$ cat src/sv/dq_pkg.sv
// Shared types, codes and constants for the double-ended queue.
package dq_pkg;

    localparam int WORD_W        = 32;
    localparam int COUNT_OUT_W   = 8;
    localparam int DEPTH_DEFAULT = 128;

    localparam logic [2:0] FN_PUSH_FRONT = 3'd0;
    localparam logic [2:0] FN_PUSH_BACK  = 3'd1;
    localparam logic [2:0] FN_POP_FRONT  = 3'd2;
    localparam logic [2:0] FN_POP_BACK   = 3'd3;

    localparam logic [1:0] ST_OK        = 2'd0;
    localparam logic [1:0] ST_OVERFLOW  = 2'd1;
    localparam logic [1:0] ST_UNDERFLOW = 2'd2;

    localparam logic signed [WORD_W-1:0] EMPTY_WORD = '1;

    typedef struct packed {
        logic [2:0]               func;
        logic signed [WORD_W-1:0] push_value;
    } in_t;

    typedef struct packed {
        logic [1:0]                status;
        logic signed [WORD_W-1:0]  removed_value;
        logic signed [WORD_W-1:0]  front_value;
        logic signed [WORD_W-1:0]  back_value;
        logic [COUNT_OUT_W-1:0]    entry_count;
        logic                      is_empty;
    } out_t;

    typedef struct packed {
        logic accept;
        logic fill;
    } ctl_cmd_t;

    typedef struct packed {
        logic need_read;
    } dp_stat_t;

endpackage

$ cat src/sv/dq_ctrl.sv
// Controller: handshake, item sequencing and output valid.
module dq_ctrl (
    input  logic               clk,
    input  logic               rst_n,
    input  logic               in_valid,
    output logic               in_ready,
    output logic               out_valid,
    input  logic               out_ready,
    input  dq_pkg::dp_stat_t   stat,
    output dq_pkg::ctl_cmd_t   cmd
);
    import dq_pkg::*;

    typedef enum logic [1:0] {
        S_IDLE = 2'b01,
        S_FILL = 2'b10
    } state_t;

    state_t state_reg, state_next;
    logic   out_valid_reg, out_valid_next;
    logic   accept;

    assign in_ready   = (state_reg == S_IDLE) && (!out_valid_reg || out_ready);
    assign accept     = in_valid && in_ready;
    assign cmd.accept = accept;
    assign cmd.fill   = (state_reg == S_FILL);
    assign out_valid  = out_valid_reg;

    always_comb
    begin
        state_next = state_reg;
        case (state_reg)
            S_IDLE:
            begin
                if (accept && stat.need_read)
                begin
                    state_next = S_FILL;
                end
            end
            S_FILL:
            begin
                state_next = S_IDLE;
            end
            default:
            begin
                state_next = S_IDLE;
            end
        endcase
    end

    always_comb
    begin
        out_valid_next = out_valid_reg;
        if ((accept && !stat.need_read) || (state_reg == S_FILL))
        begin
            out_valid_next = 1'b1;
        end
        else if (out_ready)
        begin
            out_valid_next = 1'b0;
        end
    end

    always_ff @(posedge clk or negedge rst_n)
    begin
        if (!rst_n)
        begin
            state_reg     <= S_IDLE;
            out_valid_reg <= 1'b0;
        end
        else
        begin
            state_reg     <= state_next;
            out_valid_reg <= out_valid_next;
        end
    end

endmodule

$ cat config.mk
export PLATFORM = sky130hd
export DESIGN_NAME = dq_ctrl
export DESIGN_NICKNAME = d
export VERILOG_FILES = /design/src/sv/dq_pkg.sv /design/src/sv/dq_ctrl.sv
export SDC_FILE = /design/constraint.sdc
export NUM_CORES = 1
export LEC_CHECK = 0
export BUFFER_PORTS_ARGS = -buffer_cell sky130_fd_sc_hd__buf_2
export CORE_AREA = 2 2 39 41
export DETAILED_ROUTE_END_ITERATION = 6
export DIE_AREA = 0 0 41 43
export GPL_ROUTABILITY_DRIVEN = 0
export PLACE_DENSITY = 0.3
export SKIP_LAST_GASP = 1
export SLEW_MARGIN = 25
export SYNTH_ARGS = -nofsm -noshare
export SYNTH_HDL_FRONTEND = slang
export SYNTH_SLANG_ARGS = --single-unit
export TNS_END_PERCENT = 100
$ cat constraint.sdc
create_clock -name clk -period 1 [get_ports clk]
set_input_delay 0.05 -clock clk [delete_from_list [all_inputs] [get_ports clk]]
set_output_delay 0.05 -clock clk [all_outputs]
set_load 0.02 [all_outputs]
### After elaboration in Yosys (flattened, before gate mapping)

Index checks and enable logic that the tools add are counted.

* eq/ne operators: 3
* muxes and demuxes: 4
* reduce and logical (&&, ||, !) cells: 9

Operators by type and width (count)
* logical AND 1 bit: 4
* two-way mux 2 bit: 2
* equality test 2 x 1 -> 1 bit, second input constant: 1
* equality test 2 bit, second input constant: 1
* logical NOT 1 bit: 2
* logical OR 1 bit: 2
* two-way mux 1 bit: 2
* inequality test 2 x 1 -> 1 bit, second input constant: 1
* nonzero test 2 bit: 1

* output and inout port bits: 4
* bits in registers: 3
* input bits: 5
* logic and storage cells: 18

### Depth between registers and ports, before layout

Gate-level depths: netlist of run 1.

* word-level depth: 7
* gate-level depth with buffers: 3
* gate-level depth less buffers: 2

### Worst setup path after synthesis of run 1

Ideal clock, no wire load.

* path type: register to register
* start point: register state_reg[0]
* end point: register out_valid_reg (netlist: out_valid)
* cell stages (with the launch flop): 3
* buffers on the path: 0
* required time: 869 ps
* setup time: 131 ps
* setup slack: -113 ps
* period minus slack after synthesis: 1113 ps
* arrival: 981 ps
* cell sequence: dfstp_2 -> nor2b_1 -> or3_1

RTL lines
* start: declaration: RTL line dq_ctrl.sv:19 `state_t state_reg, state_next;`
* start signal: assignment: RTL line dq_ctrl.sv:73 `state_reg <= state_next;`
* end signal: assignment: RTL line dq_ctrl.sv:74 `out_valid_reg <= out_valid_next;`
* end: declaration: RTL line dq_ctrl.sv:20 `logic out_valid_reg, out_valid_next;`

==> impl_summary.txt, run 1 <==
----------------------------------------------------
[Place]
  Port buffer count ... 8
  Post-detailed-placement half-perimeter wirelength ... around 300 um
  Post-Place Setup Slack ... -0.07507 ns

[Timing]
  Final hold viol count ... 0
  Number of setup violations in the final report ... 6
  RSZ-0062 raised after global routing ... yes
  Peak clock frequency supported by timing ... 814.8 MHz
  Clock skew ... 0.0001685 ns
  Part of the cycle the worst path needs ... 122.7%
  Transition time of the tightest slew-check pin ... 0.1537 ns
  Minimum clock period ... 1.227 ns
  Max transition margin ... between 80% and 90%
  Count of final max-slew check failures ... 0
  Worst Slack Setup Final ... -0.2273 ns

[Finish]
  Antenna cell count ... 0
  Number of flip-flops in the largest register ... 2
  Filler instances ... 161
  Area overhead of the layout relative to synthesis ... 108.5%
  Final-stage net count ... 35
  Share of cells above drive strength 1 ... 72.41%

[Floorplan]
  Die span in x ... between 40 and 50 um
  IO Pins ... 9
  Die height ... roughly 43 um
  Core outline area ... ~1400 sq um
  Die Area ... 1763 sq um
  Row cnt ... 14
  Initial cell density of the core ... about a tenth

[Clock network]
  Latest clock arrival within the worst-skew pair ... 0.23 ns
  Clock tree root buffer cell ... clkbuf_4
  Buffers from clock root to sink, at most ... 2
  H-tree lvl count ... 1
  Reg clk slew, reported paths ... 0.04 ns
  Number of clock buffers inserted by TritonCTS ... 3
  CTS sink cnt ... 3
  CTS tree ... done

[Route]
  Routed len/inst ... 8.467 um
  DRT Pass-1 Iters ... 2
  Post-route DRC violation count ... 0
  DR iter-0 viols ... 3
  Mean number of vias per cell ... around 3.5
  Via count of the routed design ... 159
  Antenna viol nets, final ... 0
  WL final ... 381 um

[Worst setup path]
  Critical Path Start ... state_reg[0]
  Required time reported for the critical path endpoint ... 0.95 ns
  Startpoint-to-endpoint class of the critical path ... reg2out
  Startpoint types ... flip-flop
  R2R Path Start ... state_reg[0]
  Max Fanout on Critical Path ... 3
  Crit path arrival time ... 1.18 ns
  Crit. End Element ... output pin

[Power]
  PD cells ... 1565 nW/um^2
  Total Power Consumption ... 481.8 uW
  Pleak ... between 0.1 and 0.15 nW
  Highest ir drop seen on vdd ... approximately 0.41 mV

[Logic synthesis]
  Cell types occupying the most area after synthesis ... dfrtp_1 (34%), dfstp_2 (18%), and4bb_1 (8.5%)
  Area share of the largest cell type after synthesis ... 33.90%
  Count of mapped cells out of synthesis ... 14
  Average footprint of a synthesized cell ... 10.55 sq um
  Post-synth top cells ... dfrtp_1 (2), nor2b_1 (2), or3_1 (2)
  Yosys Warn Count ... 0
  Most used flip-flop cell after synthesis ... dfrtp_1
  Synthesized Nets ... 19
  Post-synthesis sequential area ratio ... a little over 50%
  Post-synthesis cell type with the largest combined area ... dfrtp_1
  Number of enable flip-flop cells after synthesis ... 0
  Netlist Area Pre-Place ... about 150 sq um
  Unique cell type count in the Yosys netlist ... 11
  Share of async-settable or async-resettable flops after synthesis ... 100.0%
  Count of state elements after synthesis ... 3

[Global routing]
  Met1 layer usage reported by global route ... approximately 6.8%
  Global route overflow ... 0
  Routing usage on met3 ... under 10%
  GRT Total Usage ... between 5 and 6%
  Global-route wire length before repair ... between 600 and 700 um
  Met2 Track Usage GR ... ~6.6%
  Gr busiest metal ... met1
  Vias in the first global route ... approximately 180
  Number of antenna violations at the first check in global routing ... 0
  Pin count of the biggest net entering global routing ... 6

[Run status]
  Failing checks ... negative setup slack
  Outcome ... finished with violations

[Flow run]
  Max-cap check violation count ... 0

[Hold path]
  Worst Min Path Start ... stat
  Type of the most critical hold path ... in2reg

----------------------------------------------------
[critical path, stage by stage (launching register included)]
cell and delay, ns:
dfstp_2 0.57, nand2b_4 0.07, nor3b_2 0.15, buf_4 0.16
[per-layer routing]
layer  share of wire [%]  wire, um
met1                  48       184
met2                  42       161
met3                 9.2        35
met4                   0         0
met5                   0         0
[cells by family (layout without fill, tap and decap cells)]
group / Yosys count / count (layout) / synth area share [%]
and+or+nand+nor: 10 / 10 / 43.21
DFF: 3 / 3 / 51.70
buffers and inverters: 1 / 16 / 5.087
[cell type report]
type | instances | area (sq um) | area share, %
multi-input cells | 10 | 96.34 | 31.30
repair buffers | 12 | 87.58 | 28.46
well taps | 16 | 20.02 | 6.504
flip-flops and latches | 3 | 77.57 | 25.20
clock buffers | 4 | 26.28 | 8.537
[placed cells by master (no fill, tap or decap)]
master         netlist  final
nor2_1               1      1
buf_2                0      5
buf_4                1      4
clkbuf_1             0      1
dfstp_2              1      1
nor2b_4              0      2
nor3_2               0      1
dfrtp_2              0      1
buf_6                0      2
or3_1                2      2
clkbuf_4             0      3
and4bb_1             1      1
dfrtp_1              2      1
dlygate4sd3_1        0      1
nor3b_2              0      1
nand2_1              1      1
nand2b_4             0      1
[power breakdown]
group / switching, mW / internal [mW] / total, mW
sequential: 0.00978 / 0.137 / 0.146
combinational: 0.0577 / 0.0683 / 0.126
clock: 0.0600 / 0.149 / 0.209
[per-stage QoR]
stage / instance area (sq um) / util (%) / setup TNS, ns / cells / hold WS (ns)
6_report: 307.8 / 22.24 / -0.7956 / 45 / 0.09783
5_1_grt: 307.8 / 22.24 / -1.038 / 45 / 0.1358
4_1_cts: 307.8 / 22.24 / -0.8685 / 45 / 0.08798
3_5_place_dp: 231.5 / 16.73 / -0.2586 / 39 / -0.1536
3_3_place_gp: 231.5 / 16.73 / -0.2723 / 39 / -0.1535
2_1_floorplan: 163.9 / - / -0.07096 / 14 / -0.2456
[repair_timing]
item	in CTS	in global routing
endpoints found under the setup margin	6	6
resized for setup	8	0
endpoints found under the hold margin	3	0
pin swaps	3	0
hold buffers	1	0
buffers inserted	1	0
[path summary, 6_finish.rpt]
path                       slack, ns  cells past startpoint           end
max                            -0.23                      3        cmd[1]
min                              0.1                      3  state_reg[1]
max reg2reg                    -0.15                      3  state_reg[0]
min reg2reg                     0.64                      2  state_reg[1]
max in group asynchronous       0.66                      2  state_reg[0]
min in group asynchronous       0.15                      2  state_reg[1]
Note: power is estimated with default switching activity, not from simulation.
==> run 2, diff against run 1 <==
--- a/config.mk
+++ b/config.mk
@@ -6,4 +6,5 @@
 export NUM_CORES = 1
 export LEC_CHECK = 0
+export ABC_AREA = 1
 export BUFFER_PORTS_ARGS = -buffer_cell sky130_fd_sc_hd__buf_2
 export CORE_AREA = 2 2 39 41
@@ -11,5 +12,5 @@
 export DIE_AREA = 0 0 41 43
 export GPL_ROUTABILITY_DRIVEN = 0
-export PLACE_DENSITY = 0.3
+export PLACE_DENSITY = 0.32
 export SKIP_LAST_GASP = 1
 export SLEW_MARGIN = 25
==> constraint.sdc (replaced) <==
create_clock -name clk -period 1 [get_ports clk]
set_input_delay 0.05 -clock clk [delete_from_list [all_inputs] [get_ports clk]]
set_output_delay 0.05 -clock clk [all_outputs]
set_load 0.1 [all_outputs]
==> run 2 against run 1 <==
Compared with the run above: the run still ends with negative setup slack left; clock-buffer cell count did not move; final area rose by 41%; register-to-register slack got worse by 0.07 ns; via count rose by 19%.
==> impl_summary.txt, run 2 <==
----------------------------------------------------
[Run status]
  Outcome ... finished with violations
  Failing checks ... negative setup slack

[Clock network]
  H-tree lvl count ... 1 (unchanged)
  CTS tree ... done
  CTS sink cnt ... 3 (unchanged)
  Number of clock buffers inserted by TritonCTS ... 3 (unchanged)
  Clock tree root buffer cell ... clkbuf_4
  Latest clock arrival within the worst-skew pair ... 0.24 ns (about the same)
  Buffers from clock root to sink, at most ... 2 (unchanged)
  Reg clk slew, reported paths ... 0.04 ns (about the same)

[Logic synthesis]
  Number of enable flip-flop cells after synthesis ... 0 (unchanged)
  Synthesized Nets ... 26 (+7)
  Count of mapped cells out of synthesis ... 21 (+7)
  Synthesized-area fraction occupied by xor and xnor cells ... 0% (unchanged)
  Share of async-settable or async-resettable flops after synthesis ... 100.0% (unchanged)
  Post-synthesis cell type with the largest combined area ... dfrtp_1
  Count of state elements after synthesis ... 3 (unchanged)
  Post-synthesis adder-cell area fraction ... 0% (unchanged)
  Netlist Area Pre-Place ... 182.7 sq um (+24%)
  Most used flip-flop cell after synthesis ... dfrtp_1
  Average footprint of a synthesized cell ... 8.699 sq um (-18%)
  Cell types occupying the most area after synthesis ... dfrtp_1 (27%), dfstp_2 (14%), inv_1 (12%)
  Most frequent cell after synthesis ... inv_1
  Post-synth top cells ... inv_1 (6), dfrtp_1 (2), nand2_1 (2), nor2_4 (2)
  Share of cell area taken by muxes after synthesis ... 0% (unchanged)
  Unique cell type count in the Yosys netlist ... 13 (+2)
  Complex-gate fraction of the synthesized area ... 2.740% (+2.7 points)
  Simple-gate area share of the yosys netlist ... 36.99% (-6.2 points)
  Largest family of logic cells by synthesized area ... simple AND/OR/NAND/NOR gates
  Area share of the largest cell type after synthesis ... 27.40% (-6.5 points)
  Post-synthesis sequential area ratio ... 41.78% (-9.9 points)
  Yosys Warn Count ... 0 (unchanged)

[Finish]
  Summed area of non-filler cells in the final layout ... 435.4 sq um (+41%)
  Area overhead of the layout relative to synthesis ... 138.4%
  Final-stage net count ... 48 (+37%)
  Non-filler cells in the finished layout ... 58 (+29%)
  Antenna cell count ... 0 (unchanged)
  Number of flip-flops in the largest register ... 2 (unchanged)
  Share of cells above drive strength 1 ... 71.43% (-0.99 points)
  Filler instances ... 141 (-12%)
  Final Util ... 31.46% (+9.2 points)
  Highest-count cells in the layout ignoring fill and taps ... inv_1 (5), buf_4 (5), buf_2 (4), buf_12 (4)

[Power]
  Clk pwr share ... 28.9% (-15 points)
  Seq pwr share ... 20.1% (-10 points)
  Pleak ... 0.2121 nW (+47%)
  Net switching power of the design ... 306.3 uW (+140%)
  Total Power Consumption ... 761.9 uW (+58%)
  Highest ir drop seen on vdd ... 0.8026 mV (+94%)
  Combinational share of power ... 50.9% (+25 points)
  Internal cell power ... 455.6 uW (+29%)
  PD cells ... 1750 nW/um^2 (+12%)
  Switching power as a share of total power ... 40.20% (+14 points)

[Global routing]
  Global route overflow ... 0 (unchanged)
  Number of antenna violations at the first check in global routing ... 0 (unchanged)
  Global-route wire length before repair ... 828 um (+32%)
  GRT Total Usage ... 8.350% (+2.6 points)
  Vias in the first global route ... 217 (+19%)
  Pin count of the biggest net entering global routing ... 4 (-2)

[Timing]
  Count of final max-slew check failures ... 0 (unchanged)
  Max transition margin ... 91.27% (+1.5 points)
  RSZ-0062 raised after global routing ... yes
  Number of setup violations in the final report ... 7 (+1)
  Clock skew ... 0.001056 ns (+0.0008873 ns)
  Peak clock frequency supported by timing ... 725.9 MHz (-11%)
  Final hold viol count ... 0 (unchanged)
  Transition time of the tightest slew-check pin ... 0.1308 ns (-0.02299 ns)
  Minimum clock period ... 1.378 ns (+0.1503 ns)
  Total Neg Setup Slack ... -1.446 ns (-0.6500 ns)
  Part of the cycle the worst path needs ... 137.8% (+15 points)
  Worst Slack Setup Final ... -0.3776 ns (-0.1503 ns)

[Route]
  Via count of the routed design ... 190 (+19%)
  Mean number of vias per cell ... 3.276 (-7.3%)
  Antenna viol nets, final ... 0 (unchanged)
  DR iter-0 viols ... 2 (-1)
  WL final ... 456 um (+20%)
  DRT Pass-1 Iters ... 2 (unchanged)
  Post-route DRC violation count ... 0 (unchanged)
  Routed len/inst ... 7.862 um (-7.1%)

[Worst setup path]
  Total buffers and inverters traversed by the critical path ... 2 (+1)
  Slowest stage cell, crit path ... dfstp_2
  Startpoint-to-endpoint class of the critical path ... reg2out
  Required time reported for the critical path endpoint ... 0.95 ns (about the same)
  Delay-heaviest family, CP ... flip-flops
  Crit path arrival time ... 1.33 ns (+0.15 ns)
  Startpoint types ... flip-flop
  Cell-by-cell listing of the critical path ... inv_2 -> nor2_4 -> nand2_4 -> nor2_4 -> buf_12
  Max Fanout on Critical Path ... 3 (unchanged)
  Crit. End Element ... output pin
  Crit path largest cell delay ... 0.53 ns (-0.04 ns)
  Top cell by count, worst path ... nor2_4

[Place]
  Total instance count after detailed placement ... 48 (+23%)
  Placed instance area ... 347.8 sq um (+50%)
  Port buffer count ... 8 (unchanged)
  Post-detailed-placement half-perimeter wirelength ... 319.1 um (+7.4%)

[Floorplan]
  Die Area ... 1763 sq um (unchanged)
  Initial cell density of the core ... 13.20% (+2.5 points)
  Die span in x ... 41 um (unchanged)
  IO Pins ... 9 (unchanged)
  Core outline area ... 1384 sq um (unchanged)
  Die height ... 43 um (unchanged)
  Row cnt ... 14 (unchanged)

[Flow run]
  Max-cap check violation count ... 0 (unchanged)

[Hold path]
  Type of the most critical hold path ... in2reg

----------------------------------------------------
run 2: metrics by stage:
step	hold WS, ns	worst slack, ns
detailed placement	-0.1507	-0.1153
finish	0.08065	-0.3776
global placement	-0.1554	-0.1083
CTS	0.07660	-0.3812
floorplan	-0.2456	-0.2544
global route	0.09452	-0.4451
run 2: layer usage:
metal	vias to the layer above	global-route usage (%)	wire length, um
met2	7	11.56	280
met4	0	12.00	0
li1	101	-	-
met1	82	6.149	152
met3	0	4.712	23
met5	-	0	0
run 2: area by class of cell:
type | instances | area [sq um] | area share, %
inverter | 7 | 30.03 | 6.897
sequential | 3 | 80.08 | 18.39
timing repair buffer | 18 | 191.4 | 43.97
tap | 16 | 20.02 | 4.598
clock buffer | 4 | 26.28 | 6.034
multi-input combinational | 10 | 87.58 | 20.11
run 2: logic make-up (layout without fill, tap and decap cells):
kind of cell    after synthesis  after routing
simple gates                  9              9
buf+inv                       8             29
compound gates                1              1
flops                         3              3
run 2: power by group through the flow:
stage	combinational [mW]	sequential [mW]	clock, mW
after CTS	0.363	0.153	0.230
after floorplan	0.184	0.201	0
final	0.388	0.153	0.221
after global routing	0.407	0.155	0.240
after global placement	0.345	0.154	0
after detailed placement	0.345	0.154	0
run 2: worst paths after layout:
kind	slack (ns)	endpoint	from	cells after the start
max	-0.38	cmd[1]	state_reg[0]	5
min	0.08	out_valid	in_valid	3
max reg2reg	-0.22	state_reg[1]	state_reg[0]	6
min reg2reg	0.58	out_valid	state_reg[1]	3
max in group asynchronous	0.67	state_reg[0]	rst_n	2
min in group asynchronous	0.14	state_reg[1]	rst_n	2
run 2: timing repair:
item	4_1_cts	5_1_grt
buffers inserted	1	4
hold buffers	2	0
setup endpoints to repair	6	7
resized for setup	2	3
endpoints found under the hold margin	4	0
pin swaps	0	2
run 2: worst min-delay path, cell delays in order:
cell,delay (ns)
buf_2,0.11
nand4_1,0.08
nand2_1,0.04
==> run 3, diff against run 2 <==
- MAX_ROUTING_LAYER: not set -> met4
- PLACE_DENSITY: 0.32 -> 0.31
- clock period: 1 -> 1.3 ns (I/O delays scaled with it)
==> run 3 against run 2 <==
Compared with the run above: the run still ends with negative setup slack left; worst setup slack gained 0.33 ns; die area did not move; via count is 9.5% lower; final area decreased by 18%; core utilization fell by 5.5 points; combinational power down 39%; register-to-register slack improved by 0.34 ns; clock skew rose by 0.0056 ns; sequential share of layout area increased by 3.9 points; largest cell class unchanged.
==> impl_summary.txt, run 3 (synthesized netlist as in run 2, its figures left out) <==
----------------------------------------------------
[Run status]
  Outcome ... finished with violations
  Failing checks ... negative setup slack

[Place]
  Post-Place Setup Slack ... 0.1660 ns (+0.2813 ns)
  Port buffer count ... 8 (unchanged)
  Placed instance area ... 290.3 sq um (-17%)
  Post-detailed-placement half-perimeter wirelength ... 285.8 um (-10%)

[Floorplan]
  Row cnt ... 14 (unchanged)
  Core outline area ... 1384 sq um (unchanged)
  Die height ... 43 um (unchanged)
  Initial cell density of the core ... 13.20% (unchanged)
  IO Pins ... 9 (unchanged)
  Die Area ... 1763 sq um (unchanged)
  Die span in x ... 41 um (unchanged)

[Global routing]
  Number of antenna violations at the first check in global routing ... 0 (unchanged)
  Vias in the first global route ... 182 (-16%)
  Pin count of the biggest net entering global routing ... 4 (unchanged)
  Global route overflow ... 0 (unchanged)
  Global-route wire length before repair ... 669 um (-19%)
  GRT Total Usage ... 6.179% (-2.2 points)

[Route]
  Post-route DRC violation count ... 0 (unchanged)
  DR iter-0 viols ... 1 (-1)
  Routed len/inst ... 6.811 um (-13%)
  Via count of the routed design ... 172 (-9.5%)
  Mean number of vias per cell ... 3.245 (-0.93%)
  DRT Pass-1 Iters ... 2 (unchanged)
  Antenna viol nets, final ... 0 (unchanged)
  WL final ... 361 um (-21%)

[Timing]
  Max transition margin ... 67.87% (-23 points)
  Count of final max-slew check failures ... 0 (unchanged)
  Transition time of the tightest slew-check pin ... 0.4853 ns (+0.3546 ns)
  Peak clock frequency supported by timing ... 742.1 MHz
  Clock skew ... 0.006635 ns (+0.005579 ns)
  Number of setup violations in the final report ... 1 (-6)
  Worst Slack Setup Final ... -0.04745 ns (+0.3302 ns)
  Part of the cycle the worst path needs ... 103.6%
  RSZ-0062 raised after global routing ... yes
  Final hold viol count ... 0 (unchanged)
  Minimum clock period ... 1.347 ns

[Hold path]
  Worst hold path depth ... 3 (unchanged)
  Worst Min Path Start ... in_valid
  Type of the most critical hold path ... in2reg
  Endpoint of the worst hold path ... out_valid

[Worst setup path]
  Startpoint-to-endpoint class of the critical path ... reg2out
  CP Depth ... 5 (unchanged)
  Top cell by count, worst path ... nor2_4
  Delay-heaviest family, CP ... flip-flops
  Cell-by-cell listing of the critical path ... inv_2 -> nor2_4 -> nand2_4 -> nor2_4 -> buf_12
  Destination of the worst register-to-register timing path ... state_reg[0]
  Slowest stage cell, crit path ... dfstp_2
  Crit. End Element ... output pin
  Total buffers and inverters traversed by the critical path ... 2 (unchanged)
  R2R cell count ... 7 (+1)
  Internal reg-to-reg setup slack ... 0.12 ns (+0.34 ns)
  Startpoint types ... flip-flop
  Required time reported for the critical path endpoint ... 1.24 ns (+0.29 ns)
  Crit path arrival time ... 1.28 ns (-0.05 ns)
  Max Fanout on Critical Path ... 3 (unchanged)
  R2R Path Start ... state_reg[0]
  Crit path largest cell delay ... 0.53 ns (about the same)

[Power]
  Total Power Consumption ... 512.5 uW (-33%)
  PD cells ... 1427 nW/um^2 (-18%)
  Highest ir drop seen on vdd ... 0.3538 mV (-56%)
  Pleak ... 0.1740 nW (-18%)

[Finish]
  Share of cells above drive strength 1 ... 64.86% (-6.6 points)
  Final-stage net count ... 43 (-10%)
  Area overhead of the layout relative to synthesis ... 96.58%
  Highest-count cells in the layout ignoring fill and taps ... inv_1 (5), buf_2 (5), clkbuf_4 (3), buf_12 (3), buf_4 (3)
  Antenna cell count ... 0 (unchanged)
  Number of flip-flops in the largest register ... 2 (unchanged)
  Summed area of non-filler cells in the final layout ... 359.1 sq um (-18%)
  Final Util ... 25.95% (-5.5 points)

[Clock network]
  Buffers from clock root to sink, at most ... 2 (unchanged)
  Latest clock arrival within the worst-skew pair ... 0.23 ns (about the same)
  Reg clk slew, reported paths ... 0.04 ns (about the same)
  Post-CTS Resized ... 0 (-2)
  Clock tree root buffer cell ... clkbuf_4
  CTS tree ... done
  Number of clock buffers inserted by TritonCTS ... 3 (unchanged)
  CTS sink cnt ... 3 (unchanged)
  H-tree lvl count ... 1 (unchanged)

[Flow run]
  Max-cap check violation count ... 0 (unchanged)

----------------------------------------------------
-- run 3: final cells by class --
class                           count  area (sq um)
Clock buffer                        4         26.28
Fill cell                         156          1025
Inverter                            7         30.03
Multi-Input combinational cell     10         75.07
Sequential cell                     3         80.08
Tap cell                           16         20.02
Timing Repair Buffer               13         127.6
-- run 3: what timing repair did --
| action | in CTS | in global routing |
|---|---|---|
| cloned | 0 | 0 |
| endpoints found under the setup margin | 2 | 2 |
| hold endpoints to repair | 4 | 0 |
| setup buffers | 2 | 1 |
| hold buffers | 2 | 0 |
| pin swaps | 1 | 1 |
-- run 3: worst max path at each step --
stage | end | from | slack, ns
finish | cmd[1] | state_reg[0] | -0.05
global route | cmd[1] | state_reg[0] | -0.09
CTS | cmd[1] | state_reg[0] | -0.08
detailed placement | cmd[1] | state_reg[0] | 0.17
global placement | cmd[1] | state_reg[0] | 0.15
floorplan | in_ready | out_valid | -0.06
-- run 3: power by group --
group          internal, mW  switching, mW  leakage, nW  total [mW]
Sequential            0.108        0.00619       0.0352       0.114
Clock                 0.115         0.0466       0.0150       0.162
Combinational        0.0780          0.159        0.124       0.237
-- run 3: metal layers --
metal	up-vias	routed length, um	track usage (%)	part of all wire [%]
met1	76	137	6.452	38
li1	91	-	-	-
met5	-	0	-	0
met3	0	23	4.712	6.4
met4	0	0	4.000	0
met2	5	200	7.813	55
-- run 3: worst min-delay path, stage by stage --
cell and delay [ns]:
buf_2 0.10, nand4_1 0.08, nand2_1 0.04
-- run 3: stage by stage --
stage	cells	hold WS [ns]	setup TNS, ns
after floorplan	21	-0.2306	-0.06339
after global placement	44	-0.1399	0
after detailed placement	44	-0.1365	0
after CTS	52	0.09654	-0.08243
after global routing	53	0.1230	-0.1358
final	53	0.09659	-0.04745
